**config.mk**
```make
export PLATFORM = sky130hd
export DESIGN_NAME = cnf_text_tokenizer
export DESIGN_NICKNAME = d
export VERILOG_FILES = /design/src/rtl/cnf_tok_pkg.sv /design/src/rtl/cnf_text_tokenizer.sv
export SDC_FILE = /design/constraint.sdc
export NUM_CORES = 1
export LEC_CHECK = 0
export ABC_AREA = 1
export BUFFER_PORTS_ARGS = -buffer_cell sky130_fd_sc_hd__buf_4
export CAP_MARGIN = 20
export CORE_MARGIN = 10
export CORE_UTILIZATION = 30
export CTS_CLUSTER_SIZE = 30
export DETAILED_ROUTE_END_ITERATION = 7
export GPL_TIMING_DRIVEN = 0
export HOLD_SLACK_MARGIN = 0.03
export PLACE_DENSITY = 0.46
export SLEW_MARGIN = 10
export SYNTH_ARGS = -nofsm -noshare
export SYNTH_HDL_FRONTEND = slang
export SYNTH_SLANG_ARGS = --single-unit
```
**constraint.sdc**
```tcl
create_clock -name clk -period 11.3 [get_ports clk]
set_clock_uncertainty 0.1 [all_clocks]
set_input_delay 0.565 -clock clk [delete_from_list [all_inputs] [get_ports clk]]
set_output_delay 0.565 -clock clk [all_outputs]
set_load 0.05 [all_outputs]
```
**src/rtl/cnf_tok_pkg.sv**
```systemverilog
`default_nettype none

package cnf_tok_pkg;

    // Position counter width (line and column), 8 to 64
    localparam int POS_BITS = 32;

    // Result queue
    localparam int RQ_DEPTH = 4;
    localparam int RQ_AW    = $clog2(RQ_DEPTH);

    // Lexer modes
    localparam logic [1:0] MODE_IDLE    = 2'd0;
    localparam logic [1:0] MODE_IDENT   = 2'd1;
    localparam logic [1:0] MODE_COMMENT = 2'd2;
    localparam logic [1:0] MODE_NUMBER  = 2'd3;

    // Byte classes
    typedef enum logic [2:0] {
        CL_INVALID = 3'd0,
        CL_BLANK   = 3'd1,
        CL_LETTER  = 3'd2,
        CL_NEWLINE = 3'd3,
        CL_DIGIT   = 3'd4,
        CL_MINUS   = 3'd5
    } char_class_t;

    // Token kinds
    localparam logic [2:0] TK_LIT = 3'd0;
    localparam logic [2:0] TK_P   = 3'd1;
    localparam logic [2:0] TK_E   = 3'd2;
    localparam logic [2:0] TK_A   = 3'd3;
    localparam logic [2:0] TK_CNF = 3'd4;
    localparam logic [2:0] TK_NL  = 3'd5;
    localparam logic [2:0] TK_END = 3'd6;
    localparam logic [2:0] TK_ERR = 3'd7;

    // Error codes
    localparam logic [2:0] ERR_NONE      = 3'd0;
    localparam logic [2:0] ERR_BAD_CHAR  = 3'd1;
    localparam logic [2:0] ERR_BAD_IDENT = 3'd2;
    localparam logic [2:0] ERR_BAD_NUM   = 3'd3;
    localparam logic [2:0] ERR_EARLY_END = 3'd4;

    // Input word function
    localparam logic FUNC_BYTE = 1'b0;
    localparam logic FUNC_END  = 1'b1;

    // Characters
    localparam logic [7:0] CH_SPACE = 8'h20;
    localparam logic [7:0] CH_TAB   = 8'h09;
    localparam logic [7:0] CH_CR    = 8'h0D;
    localparam logic [7:0] CH_LF    = 8'h0A;
    localparam logic [7:0] CH_MINUS = 8'h2D;
    localparam logic [7:0] CH_0     = 8'h30;
    localparam logic [7:0] CH_9     = 8'h39;
    localparam logic [7:0] CH_LA    = 8'h61;
    localparam logic [7:0] CH_LZ    = 8'h7A;
    localparam logic [7:0] CH_P     = 8'h70;
    localparam logic [7:0] CH_E     = 8'h65;
    localparam logic [7:0] CH_C     = 8'h63;
    localparam logic [7:0] CH_N     = 8'h6E;
    localparam logic [7:0] CH_F     = 8'h66;

    typedef struct packed {
        logic       func;
        logic [7:0] text_byte;
    } in_word_t;

    typedef struct packed {
        logic [2:0]         token_kind;
        logic signed [31:0] literal_value;
        logic [2:0]         error_code;
        logic [31:0]        line_number;
        logic [31:0]        column_number;
        logic               last;
    } out_word_t;

    function automatic char_class_t classify(input logic [7:0] c);
        char_class_t cl;
        if (c == CH_SPACE || c == CH_TAB || c == CH_CR)
            cl = CL_BLANK;
        else if (c >= CH_LA && c <= CH_LZ)
            cl = CL_LETTER;
        else if (c == CH_LF)
            cl = CL_NEWLINE;
        else if (c >= CH_0 && c <= CH_9)
            cl = CL_DIGIT;
        else if (c == CH_MINUS)
            cl = CL_MINUS;
        else
            cl = CL_INVALID;
        return cl;
    endfunction

    // Expected letter of "cnf" at a given identifier position
    function automatic logic [7:0] cnf_letter(input logic [1:0] idx);
        logic [7:0] ch;
        unique case (idx)
            2'd0:    ch = CH_C;
            2'd1:    ch = CH_N;
            default: ch = CH_F;
        endcase
        return ch;
    endfunction

endpackage

`default_nettype wire

```
**src/rtl/cnf_text_tokenizer.sv**
```systemverilog
`default_nettype none

// DIMACS / QDIMACS lexer, one text byte per word.
//
// Input channel (in_valid/in_ready/in_word): each word is either a text
// byte (func = 0) or an end-of-input marker (func = 1). Output channel
// (out_valid/out_ready/out_word): token words with kind, literal value,
// error code, line/column position and a last flag marking the final
// token caused by one input word.
//
// Each accepted word is lexed in the same cycle against the lexer state
// and its tokens (zero, one or two) are written into a 4-entry result
// queue; the first token can appear on out_word in the cycle after
// accept. Throughput is one input word per clock while in_ready is high.
// in_ready is high while the queue has room for two tokens, so a byte
// that closes a token on a newline (two tokens) always fits. With the
// receiver stalled, input stops once three or more token words are
// waiting, and the queue then holds at most four.
//
// Reset clears the lexer state, the position counters, the sticky error
// flag and the queue. After an error token no further word produces a
// token until reset, but input words are still accepted.
module cnf_text_tokenizer
(
    input  wire logic                   clk,
    input  wire logic                   rst_n,
    input  wire logic                   in_valid,
    output logic                        in_ready,
    input  wire cnf_tok_pkg::in_word_t  in_word,
    output logic                        out_valid,
    input  wire logic                   out_ready,
    output cnf_tok_pkg::out_word_t      out_word
);
    import cnf_tok_pkg::*;

    // Lexer state
    logic [1:0]          mode_reg,    mode_next;
    logic [7:0]          first_reg,   first_next;
    logic [2:0]          len_reg,     len_next;
    logic                match_reg,   match_next;
    logic [31:0]         accum_reg,   accum_next;
    logic                neg_reg,     neg_next;
    logic                bad_reg,     bad_next;
    logic [POS_BITS-1:0] line_reg,    line_next;
    logic [POS_BITS-1:0] col_reg,     col_next;
    logic                err_reg,     err_next;

    // Result queue
    out_word_t           rq_reg [RQ_DEPTH];
    logic [RQ_AW-1:0]    rd_ptr_reg,  rd_ptr_next;
    logic [RQ_AW-1:0]    wr_ptr_reg,  wr_ptr_next;
    logic [RQ_AW:0]      cnt_reg,     cnt_next;

    logic                in_fire;
    logic                out_fire;
    char_class_t         cl;
    logic [7:0]          ch;
    logic [3:0]          digit;
    logic                closing;
    logic [1:0]          m;
    logic                failed;
    logic [2:0]          fail_code;
    logic [1:0]          n_tok;
    logic [2:0]          kind0, kind1;
    logic [31:0]         val0;
    out_word_t           res0, res1;
    logic [RQ_AW-1:0]    wr_ptr_p1;

    assign in_ready  = (cnt_reg <= (RQ_AW+1)'(RQ_DEPTH - 2));
    assign in_fire   = in_valid && in_ready;
    assign out_valid = (cnt_reg != '0);
    assign out_fire  = out_valid && out_ready;
    assign out_word  = rq_reg[rd_ptr_reg];

    assign ch    = in_word.text_byte;
    assign cl    = classify(ch);
    assign digit = 4'(ch - CH_0);
    assign closing = (cl == CL_BLANK) || (cl == CL_NEWLINE);

    // Lexing of one word
    always_comb
    begin
        mode_next  = mode_reg;
        first_next = first_reg;
        len_next   = len_reg;
        match_next = match_reg;
        accum_next = accum_reg;
        neg_next   = neg_reg;
        bad_next   = bad_reg;
        line_next  = line_reg;
        col_next   = col_reg;
        err_next   = err_reg;
        m          = mode_reg;
        failed     = 1'b0;
        fail_code  = ERR_NONE;
        n_tok      = 2'd0;
        kind0      = TK_LIT;
        kind1      = TK_LIT;
        val0       = '0;

        if (in_fire && !err_reg)
        begin
            if (in_word.func == FUNC_END)
            begin
                if (mode_reg == MODE_IDENT || mode_reg == MODE_NUMBER)
                begin
                    failed    = 1'b1;
                    fail_code = ERR_EARLY_END;
                end
                else
                begin
                    kind0 = TK_END;
                    n_tok = 2'd1;
                end
            end
            else
            begin
                col_next = col_reg + 1'b1;
                if (cl == CL_NEWLINE)
                begin
                    line_next = line_reg + 1'b1;
                    col_next  = '0;
                end

                if (mode_reg != MODE_COMMENT && cl == CL_INVALID)
                begin
                    failed    = 1'b1;
                    fail_code = ERR_BAD_CHAR;
                end
                else
                begin
                    // Close an open identifier
                    if (m == MODE_IDENT && closing)
                    begin
                        m = MODE_IDLE;
                        priority if (len_reg == 3'd1 && first_reg == CH_P)
                        begin
                            kind0 = TK_P;
                            n_tok = 2'd1;
                        end
                        else if (len_reg == 3'd1 && first_reg == CH_E)
                        begin
                            kind0 = TK_E;
                            n_tok = 2'd1;
                        end
                        else if (len_reg == 3'd1 && first_reg == CH_LA)
                        begin
                            kind0 = TK_A;
                            n_tok = 2'd1;
                        end
                        else if (len_reg == 3'd1 && first_reg == CH_C)
                        begin
                            m = MODE_COMMENT;
                        end
                        else if (len_reg == 3'd3 && match_reg)
                        begin
                            kind0 = TK_CNF;
                            n_tok = 2'd1;
                        end
                        else
                        begin
                            failed    = 1'b1;
                            fail_code = ERR_BAD_IDENT;
                        end
                    end

                    // Close an open number
                    if (!failed && m == MODE_NUMBER && closing)
                    begin
                        m = MODE_IDLE;
                        if (bad_reg)
                        begin
                            failed    = 1'b1;
                            fail_code = ERR_BAD_NUM;
                        end
                        else
                        begin
                            kind0 = TK_LIT;
                            val0  = neg_reg ? (32'd0 - accum_reg) : accum_reg;
                            n_tok = 2'd1;
                        end
                    end

                    if (!failed)
                    begin
                        unique case (m)
                            MODE_IDLE:
                            begin
                                if (cl == CL_LETTER)
                                begin
                                    m          = MODE_IDENT;
                                    first_next = ch;
                                    len_next   = 3'd1;
                                    match_next = (ch == CH_C);
                                end
                                else if (cl == CL_NEWLINE)
                                begin
                                    // second token when a token was just closed
                                    if (n_tok == 2'd0)
                                        kind0 = TK_NL;
                                    else
                                        kind1 = TK_NL;
                                    n_tok = n_tok + 2'd1;
                                end
                                else if (cl == CL_DIGIT || cl == CL_MINUS)
                                begin
                                    m          = MODE_NUMBER;
                                    bad_next   = 1'b0;
                                    neg_next   = (cl == CL_MINUS);
                                    accum_next = (cl == CL_DIGIT) ? 32'(digit) : 32'd0;
                                end
                            end
                            MODE_IDENT:
                            begin
                                if (len_reg < 3'd3 && ch != cnf_letter(len_reg[1:0]))
                                    match_next = 1'b0;
                                if (len_reg < 3'd4)
                                    len_next = len_reg + 3'd1;
                            end
                            MODE_COMMENT:
                            begin
                                if (cl == CL_NEWLINE)
                                    m = MODE_IDLE;
                            end
                            default:
                            begin
                                // accum * 10 as two shifts and an add
                                if (cl == CL_DIGIT)
                                    accum_next = (accum_reg << 3) + (accum_reg << 1)
                                                 + 32'(digit);
                                else
                                    bad_next = 1'b1;
                            end
                        endcase
                    end
                    mode_next = m;
                end
            end

            if (failed)
            begin
                err_next = 1'b1;
                kind0    = TK_ERR;
                val0     = '0;
                n_tok    = 2'd1;
            end
        end
    end

    // Assemble result words; position is taken after this byte
    always_comb
    begin
        res0.token_kind    = kind0;
        res0.literal_value = (kind0 == TK_LIT) ? val0 : 32'sd0;
        res0.error_code    = failed ? fail_code : ERR_NONE;
        res0.line_number   = 32'(line_next);
        res0.column_number = 32'(col_next);
        res0.last          = (n_tok == 2'd1);

        res1.token_kind    = kind1;
        res1.literal_value = 32'sd0;
        res1.error_code    = ERR_NONE;
        res1.line_number   = 32'(line_next);
        res1.column_number = 32'(col_next);
        res1.last          = 1'b1;
    end

    // Queue pointers and fill count
    assign wr_ptr_p1 = wr_ptr_reg + 1'b1;

    always_comb
    begin
        rd_ptr_next = rd_ptr_reg + RQ_AW'(out_fire);
        wr_ptr_next = wr_ptr_reg + RQ_AW'(n_tok);
        cnt_next    = cnt_reg + (RQ_AW+1)'(n_tok) - (RQ_AW+1)'(out_fire);
    end

    always_ff @(posedge clk)
    begin
        if (n_tok != 2'd0)
            rq_reg[wr_ptr_reg] <= res0;
        if (n_tok == 2'd2)
            rq_reg[wr_ptr_p1] <= res1;
    end

    always_ff @(posedge clk or negedge rst_n)
    begin
        if (!rst_n)
        begin
            mode_reg   <= MODE_IDLE;
            first_reg  <= '0;
            len_reg    <= '0;
            match_reg  <= 1'b0;
            accum_reg  <= '0;
            neg_reg    <= 1'b0;
            bad_reg    <= 1'b0;
            line_reg   <= '0;
            col_reg    <= '0;
            err_reg    <= 1'b0;
            rd_ptr_reg <= '0;
            wr_ptr_reg <= '0;
            cnt_reg    <= '0;
        end
        else
        begin
            mode_reg   <= mode_next;
            first_reg  <= first_next;
            len_reg    <= len_next;
            match_reg  <= match_next;
            accum_reg  <= accum_next;
            neg_reg    <= neg_next;
            bad_reg    <= bad_next;
            line_reg   <= line_next;
            col_reg    <= col_next;
            err_reg    <= err_next;
            rd_ptr_reg <= rd_ptr_next;
            wr_ptr_reg <= wr_ptr_next;
            cnt_reg    <= cnt_next;
        end
    end

endmodule

`default_nettype wire

```
==> reports/results.tsv, run 1 <==
metric	value	unit
outcome	finished clean	
crit_path_end	out_word[98]	
cts_setup_buffers	0	
syn_inst	3335	
die_x	326	um
r2r-end	rq_reg[0][15]	
synthesis.area	28100	um2
hold_viol_final	0	
required	10.64	ns
largest_reg_flops	412	
slew_headroom	36.9	%
cts_buffers	61	
yosysWarnings	0	
antenna_left	0	
fin_crit_sh	43.4	%
async_reset_ff_share	22.6	%
diodes	0	
area_delta_synth_final	16.9	%
crit_type	register to output port	
cts-root-buf	clkbuf_16	
nets	3616	
via_per_inst	5.10	
drt_wl_total	104	mm
drc	0	
io_pins	118	
critPathMaxStageDelay	0.85	ns
synth_edf_count	264	
drv_slew	0	
floorplan.initialDensity	30.2	%
instances_no_fill	4830	
grt_max_degree	70	
die_y	326	um
firstDrtPassIters	5	
synth_most_common_cell	nand2_1	
endpoint_kind	output port	
rsz0062_at_grt	false	
hold_path_class	input pin to register	
r2r_start	mode_reg[0]	
ys.flop_type	edfxtp_1	
layout_min_cycle_time	4.90	ns
rr_worst_depth	20	
fmax	204	MHz
synth_top_area_share	28.2	%
cp.arrival	4.23	ns
maxCapViolCount	0	
antenna_found_initial	3	
dp_slack	6.17	ns
drtIter0Drc	2008	
first_global_vias	24558	
power_density	195	nW/um2
wire_per_inst	21.6	um
p_total	6.39	mW
htreeDepth	2	
leakage	12.8	nW
vdd_drop_max	0.271	mV
synth-seq-cells	532	
setup_ws	6.40	ns
grt_pass1_wl	157	mm
cts_tree	built	
grt_usage	19.0	%
crit_path_frequent_cell	clkbuf_1	
overflow	0	
yosys.area.top_type	edfxtp_1	
synth.net_count	3426	
startpoint	rd_ptr_reg[0]	
syn_avg_cell_area	8.43	um2
reg2reg_slack	6.81	ns
drive_gt1_share	10.1	%
cpMaxStageDelayCell	clkinv_1	
crit_fanout	10	
finalSetupViolations	0	
dr_total_vias	24648	
io_buffers	117	
core_region_area	93200	um2
synth_common_cells	511 x nand2_1, 404 x nor2_1, 377 x nand3_1	
hold_buffers	1	
insertion_delay	0.67	ns
ys_seq_area_share	49.4	%
ys_types	53	
cts_buffer_depth	3	
path_cells	clkbuf_1 > clkinv_1 > clkbuf_1 > clkbuf_1 > nor2_1 > o22ai_1 > buf_4	
gp_congestion	0.865	
clock_sinks	532	
max_slew.worst_pin.slew	0.940	ns
clk_pin_slew	0.06	ns
synth.area.top_cells	edfxtp_1 28%, dfrtp_1 11%, dfxtp_1 11%	
fin_setup_tns	0	ns
dp_cells	4714	
cts_resized	0	
dpl.hpwl	74.6	mm
critical_path.startpoint_type	register	
dieArea	106000	um2
num_rows	112	
==> critical path, delay by kind of cell (launching register included) <==
family                 cells  cell delay (ns)
DFF                        1             0.35
buffers and inverters      5             2.76
AOI/OAI and AO/OA          1             0.25
and+or+nand+nor            1             0.18
==> area by class of cell <==
| type | instances | area, um2 |
|---|---|---|
| flip-flops and latches | 532 | 13900 |
| repair buffers | 127 | 1090 |
| plain buffers | 216 | 1130 |
| well taps | 1254 | 1570 |
| clock buffers | 89 | 1800 |
| fillers | 9942 | 60400 |
| inverters | 224 | 841 |
| clock inverters | 25 | 255 |
| multi-input cells | 2363 | 12300 |
==> worst min-delay path by stage <==
stage,to,slack (ns),depth (start not counted),from
2_1_floorplan,accum_reg[0],0.17,0,rst_n
4_1_cts,first_reg[4],0.08,3,in_word[4]
5_1_grt,first_reg[4],0.11,3,in_word[4]
6_report,first_reg[4],0.12,3,in_word[4]
3_5_place_dp,rq_reg[1][0],0.34,2,rq_reg[1][0]
3_3_place_gp,rq_reg[1][0],0.34,2,rq_reg[1][0]
==> through the flow <==
stage / instance area, um2 / utilization (%) / hold WS [ns]
2_1_floorplan: 28100 / - / 0.169
3_3_place_gp: 30500 / 32.8 / 0.335
3_5_place_dp: 30800 / 33.0 / 0.338
4_1_cts: 32800 / 35.2 / 0.0768
5_1_grt: 32800 / 35.2 / 0.114
6_report: 32800 / 35.2 / 0.119
==> cells by family (layout without fill, tap and decap cells) <==
kind of cell             after synthesis  count (layout)  share of synthesized area, %
AND/OR/NAND/NOR                     1433            1433                          22.1
AO/OA/AOI/OAI                        766             766                          15.2
flip-flops                           532             532                          49.4
buffers and inverters                440             681                          7.00
XOR/XNOR                              86              86                          2.68
adder cells (fa/ha/maj)               78              78                          3.55
==> cell usage in the layout (no fill, tap or decap), types with 59 or more instances in the layout <==
| cell type | n |
|---|---|
| o22ai_1 | 125 |
| buf_4 | 145 |
| nand2_1 | 507 |
| nor2_1 | 404 |
| o21ai_0 | 288 |
| dfxtp_1 | 148 |
| inv_1 | 216 |
| nand3_1 | 377 |
| a21oi_1 | 241 |
| clkbuf_1 | 125 |
| ha_1 | 75 |
| clkbuf_16 | 64 |
| xor2_1 | 59 |
| dfrtp_1 | 120 |
| edfxtp_1 | 264 |
==> power by group <==
group / leakage, nW / switching [mW] / total (mW) / internal [mW]
Sequential: 4.41 / 0.0123 / 2.03 / 2.02
Combinational: 7.37 / 1.77 / 2.30 / 0.534
Clock: 1.01 / 0.879 / 2.05 / 1.17
Total: 12.8 / 2.66 / 6.39 / 3.73
==> routing by layer <==
layer	GRT usage [%]	vias to the layer above	routed length (um)
met4	4.98	0	2530
met3	2.78	124	5250
met2	30.8	637	47900
met5	0	-	0
li1	-	11922	-
met1	26.2	11965	48500
Power figures use the tool's default switching activity.
==> run 2, diff against run 1 <==
--- a/config.mk
+++ b/config.mk
@@ -14,7 +14,7 @@
 export DETAILED_ROUTE_END_ITERATION = 7
 export GPL_TIMING_DRIVEN = 0
 export HOLD_SLACK_MARGIN = 0.03
-export PLACE_DENSITY = 0.46
+export PLACE_DENSITY = 0.47
 export SLEW_MARGIN = 10
 export SYNTH_ARGS = -nofsm -noshare
 export SYNTH_HDL_FRONTEND = slang
==> constraint.sdc (replaced) <==
create_clock -name clk -period 4 [get_ports clk]
set_clock_uncertainty 0.1 [all_clocks]
set_input_delay 0.2 -clock clk [delete_from_list [all_inputs] [get_ports clk]]
set_output_delay 0.2 -clock clk [all_outputs]
set_load 0.05 [all_outputs]
==> run 2 against run 1 <==
  * Final area increased by 1.6%
  * Critical path type unchanged
  * Largest cell class unchanged
  * Wire length increased by 1.6%
  * Die area unchanged
  * Clock power increased to 2.9 times the previous value
  * Sequential share of layout area decreased by 0.66 points
==> reports/results.tsv, run 2 (same netlist as run 1, synthesis figures left out) <==
metric	value	unit
outcome	finished clean	
required	3.70	ns
drc	0	
final_util	35.8	%
nets	3639	
clock_sinks	532	
leakage	13.1	nW
path_depth	8	
reg2reg_slack	0.22	ns
seq_area	13900	um2
hold_ws	0.0405	ns
crit_buf_inv	6	
final_cell_mix	507 x nand2_1, 403 x nor2_1, 377 x nand3_1	
drtIter0Drc	2228	
gp_congestion	0.878	
drt_wl_total	106	mm
overflow	0	
drive_gt1_share	10.9	%
crit_type	register to output port	
largest_reg_flops	412	
cp.arrival	3.58	ns
instances_no_fill	4854	
r2r_start	mode_reg[0]	
fin_crit_sh	97.1	%
clk_pin_slew	0.06	ns
crit_path_end	out_word[94]	
cts_tree	built	
finalSetupViolations	0	
slew_headroom	37.6	%
critical_path.startpoint_type	register	
num_rows	112	
io_buffers	117	
firstDrtPassIters	5	
fin_setup_tns	0	ns
max_slew.worst_pin.slew	0.929	ns
insertion_delay	0.65	ns
vdd_drop_max	0.674	mV
multiInputGateArea	12400	um2
die_x	326	um
dp_slack	-0.724	ns
p_total	18.1	mW
drv_slew	0	
setup_ws	0.115	ns
layout_min_cycle_time	3.88	ns
critPathMaxStageDelay	0.46	ns
core_region_area	93200	um2
dp_cells	4714	
cts_buffers	60	
maxCapViolCount	0	
path_cells	clkbuf_2 > clkinv_2 > clkbuf_1 > buf_6 > clkbuf_1 > o21ai_0 > o22ai_1 > buf_4	
dieArea	106000	um2
hold_viol_final	0	
dpl.hpwl	73.8	mm
r2r-end	rq_reg[1][57]	
cts-root-buf	clkbuf_16	
htreeDepth	2	
startpoint	rd_ptr_reg[0]	
dr_total_vias	25162	
area_delta_synth_final	18.7	%
n_fill_cell	9791	
diodes	0	
io_pins	118	
fmax	257	MHz
die_y	326	um
grt_max_degree	72	
antenna_left	0	
endpoint_kind	output port	
crit_fanout	10	
dpl-instance-area	30800	um2
design_area	33400	um2
antenna_found_initial	2	
crit_family	buffers and inverters	
final_common_cell	nand2_1	
via_per_inst	5.18	
rr_worst_depth	19	
wire_per_inst	21.8	um
crit_path_frequent_cell	clkbuf_1	
grt_usage	19.2	%
hold_path_class	input pin to async pin	
cts_buffer_depth	3	
grt_pass1_wl	158	mm
first_global_vias	24432	
cpMaxStageDelayCell	o22ai_1	
power_density	543	nW/um2
floorplan.initialDensity	30.2	%
## run 2: cell count changes in the layout (fill, tap and decap cells not counted), sizes merged
cell	change
clkinv	+7
clkbuf	-9
bufbuf	+2
inv	-3
nand2	+4
dlygate4sd3	+10
buf	+10
clkinvlp	+1
bufinv	+2
## run 2: what timing repair did
item | 4_1_cts | 5_1_grt
setup endpoints to repair | 367 | 409
setup buffers | 10 | 3
cloned | 8 | 0
resized for setup | 12 | 23
hold buffers | 12 | 0
endpoints found under the hold margin | 131 | 0
pin swaps | 2 | 2
## run 2: worst min path at each step
stage | start | endpoint | slack [ns] | cells past startpoint
after floorplan | rst_n | accum_reg[0] | -0.20 | 0
after global placement | rq_reg[1][0] | rq_reg[1][0] | 0.33 | 2
after detailed placement | rst_n | line_reg[30] | 0.08 | 1
after CTS | rst_n | line_reg[24] | 0.03 | 3
after global routing | rst_n | line_reg[24] | 0.07 | 3
final | rst_n | line_reg[24] | 0.04 | 3
## run 2: area by class of cell
class	instances	share of cell area, %
Timing Repair Buffer	154	4.43
Clock inverter	32	0.934
Tap cell	1254	4.70
Multi-Input combinational cell	2367	37.2
Clock buffer	82	5.25
Inverter	224	2.54
Sequential cell	532	41.6
Buffer	209	3.34
## run 2: routing by layer
layer	routed length (um)	part of all wire (%)	GRT usage [%]	up-vias
met1	49200	46	26.7	12285
li1	-	-	-	11963
met2	48200	45	30.6	754
met5	0	0	0	-
met4	2600	2.5	5.11	0
met3	5940	5.6	2.88	160
## run 2: worst min-delay path, delay by kind of cell
kind / cells / cell delay (ns)
buffers and inverters: 3 / 0.96
## run 2: report_power, final
group	internal, mW	switching (mW)	total, mW
registers	5.71	0.0356	5.75
logic	1.50	5.02	6.52
clock network	3.39	2.47	5.85
==> run 3, diff against run 2 <==
--- a/config.mk
+++ b/config.mk
@@ -9,12 +9,12 @@
 export BUFFER_PORTS_ARGS = -buffer_cell sky130_fd_sc_hd__buf_4
 export CAP_MARGIN = 20
 export CORE_MARGIN = 10
-export CORE_UTILIZATION = 30
+export CORE_UTILIZATION = 38
 export CTS_CLUSTER_SIZE = 30
 export DETAILED_ROUTE_END_ITERATION = 7
 export GPL_TIMING_DRIVEN = 0
 export HOLD_SLACK_MARGIN = 0.03
-export PLACE_DENSITY = 0.47
+export PLACE_DENSITY = 0.56
 export SLEW_MARGIN = 10
 export SYNTH_ARGS = -nofsm -noshare
 export SYNTH_HDL_FRONTEND = slang
==> run 3 against run 2 <==
  * Core utilization grew 9.0 points
  * Sequential cell count is the same
  * Clock power shrank 7.2%
  * Setup slack lost 0.074 ns
  * Largest cell class unchanged
==> reports/results.tsv, run 3 (same netlist as run 1, synthesis figures left out) <==
metric	value	unit
first_global_vias	24241	
hold_viol_final	0	
htreeDepth	2	
firstDrtPassIters	7	
cts-root-buf	clkbuf_16	
vdd_drop_max	0.617	mV
fin_setup_tns	0	ns
clock_sinks	532	
dieArea	85200	um2
fin_crit_sh	99.0	%
dr_total_vias	25110	
dp_cells	4416	
final_common_cell	nand2_1	
grt_usage	22.4	%
grt_max_degree	67	
outcome	finished clean	
clk_pin_slew	0.06	ns
io_buffers	117	
slew_headroom	35.8	%
required	3.70	ns
insertion_delay	0.65	ns
diodes	0	
dp_slack	-0.683	ns
drc	0	
die_y	292	um
cts_tree	built	
area_delta_synth_final	16.5	%
p_sw	7.28	mW
drive_gt1_share	10.4	%
p_comb_share	36.2	%
leakage	12.9	nW
hold_path_class	input pin to register	
hold_ws	0.0673	ns
instances_no_fill	4557	
overflow	0	
final_cell_mix	507 x nand2_1, 403 x nor2_1, 377 x nand3_1	
antenna_left	0	
grt_pass1_wl	149	mm
rsz0062_at_grt	false	
layout_min_cycle_time	3.96	ns
cts_buffers	59	
max_slew.worst_pin.slew	0.962	ns
final_util	44.8	%
via_per_inst	5.51	
drtIter0Drc	2352	
dpl.hpwl	68.2	mm
fmax	253	MHz
die_x	292	um
antenna_found_initial	3	
crit_fanout	10	
seqPwrFrac	32.8	%
crit_type	register to output port	
nets	3638	
cp.arrival	3.66	ns
floorplan.initialDensity	38.4	%
finalSetupViolations	0	
largest_reg_flops	412	
clockPowerShare	31.0	%
p_int	10.2	mW
setup_ws	0.0412	ns
cts_buffer_depth	3	
num_rows	99	
io_pins	118	
drt_wl_total	98.4	mm
drv_slew	0	
maxCapViolCount	0	
critical_path.startpoint_type	register	
wire_per_inst	21.6	um
netSwitchingFraction	41.5	%
gp_congestion	0.913	
endpoint_kind	output port	
core_region_area	73100	um2
power_density	535	nW/um2
-- run 3: cell count changes in the layout (fill, tap and decap cells not counted), moves of 3 or more --
| cell | change |
|---|---|
| buf_12 | -3 |
| buf_4 | +3 |
| buf_6 | -4 |
| bufinv_16 | -3 |
| clkbuf_1 | +8 |
| clkbuf_16 | -3 |
| clkbuf_2 | -3 |
| clkinv_1 | +3 |
| clkinv_2 | -3 |
| dlygate4sd3_1 | +6 |
| nand2_2 | +4 |
| nand2_4 | -4 |
-- run 3: final timing paths --
path / start / end / slack [ns] / cells past startpoint
min in group asynchronous: rst_n / line_reg[28] / 0.55 / 3
setup / recovery: rd_ptr_reg[0] / out_word[3] / 0.04 / 7
max in group asynchronous: rst_n / line_reg[30] / 2.19 / 4
hold reg to reg: rq_reg[1][0] / rq_reg[1][0] / 0.35 / 2
setup reg to reg: cnt_reg[0] / first_reg[2] / 0.18 / 10
hold / removal: in_word[1] / bad_reg / 0.07 / 5
-- run 3: repair_timing --
| action | CTS | global route |
|---|---|---|
| hold buffers | 17 | 0 |
| endpoints found under the setup margin | 328 | 379 |
| resized for setup | 12 | 10 |
| cloned | 8 | 0 |
| endpoints found under the hold margin | 132 | 0 |
| setup buffers | 2 | 6 |
| pin swaps | 0 | 1 |
-- run 3: critical path, cell delays in order (launching register included) --
cell      delay, ns
dfrtp_1        0.38
clkbuf_2       0.31
clkinv_2       0.32
clkbuf_2       0.52
buf_1          0.59
nor2_1         0.09
o22ai_1        0.48
buf_4          0.30
-- run 3: layer usage --
metal	vias up	part of all wire [%]	global-route usage (%)
met3	160	6.4	3.57
met1	12113	44	30.1
li1	11936	-	-
met2	899	46	36.2
met4	2	3.1	8.01
met5	-	0.011	0
-- run 3: power by group through the flow --
| stage | clock (mW) | sequential [mW] | combinational (mW) |
|---|---|---|---|
| 3_3_place_gp | 0 | 5.86 | 6.36 |
| 5_1_grt | 5.69 | 5.75 | 6.71 |
| 4_1_cts | 5.49 | 5.75 | 6.40 |
| 6_report | 5.43 | 5.75 | 6.35 |
| 2_1_floorplan | 0 | 5.84 | 3.94 |
| 3_5_place_dp | 0 | 5.86 | 6.37 |
-- run 3: cell type report --
type                       instances  area [um2]
clock inverter                    30         238
multi-input combinational       2367       12400
sequential                       532       13900
buffer                           211        1120
clock buffer                      82        1680
fill                            7380       40300
timing repair buffer             152        1410
inverter                         224         842
tap                              959        1200
-- run 3: per-stage QoR --
step	power [mW]	area (um2)
2_1_floorplan	9.79	28100
3_3_place_gp	12.2	30200
3_5_place_dp	12.2	30300
4_1_cts	17.6	32600
5_1_grt	18.1	32700
6_report	17.5	32700
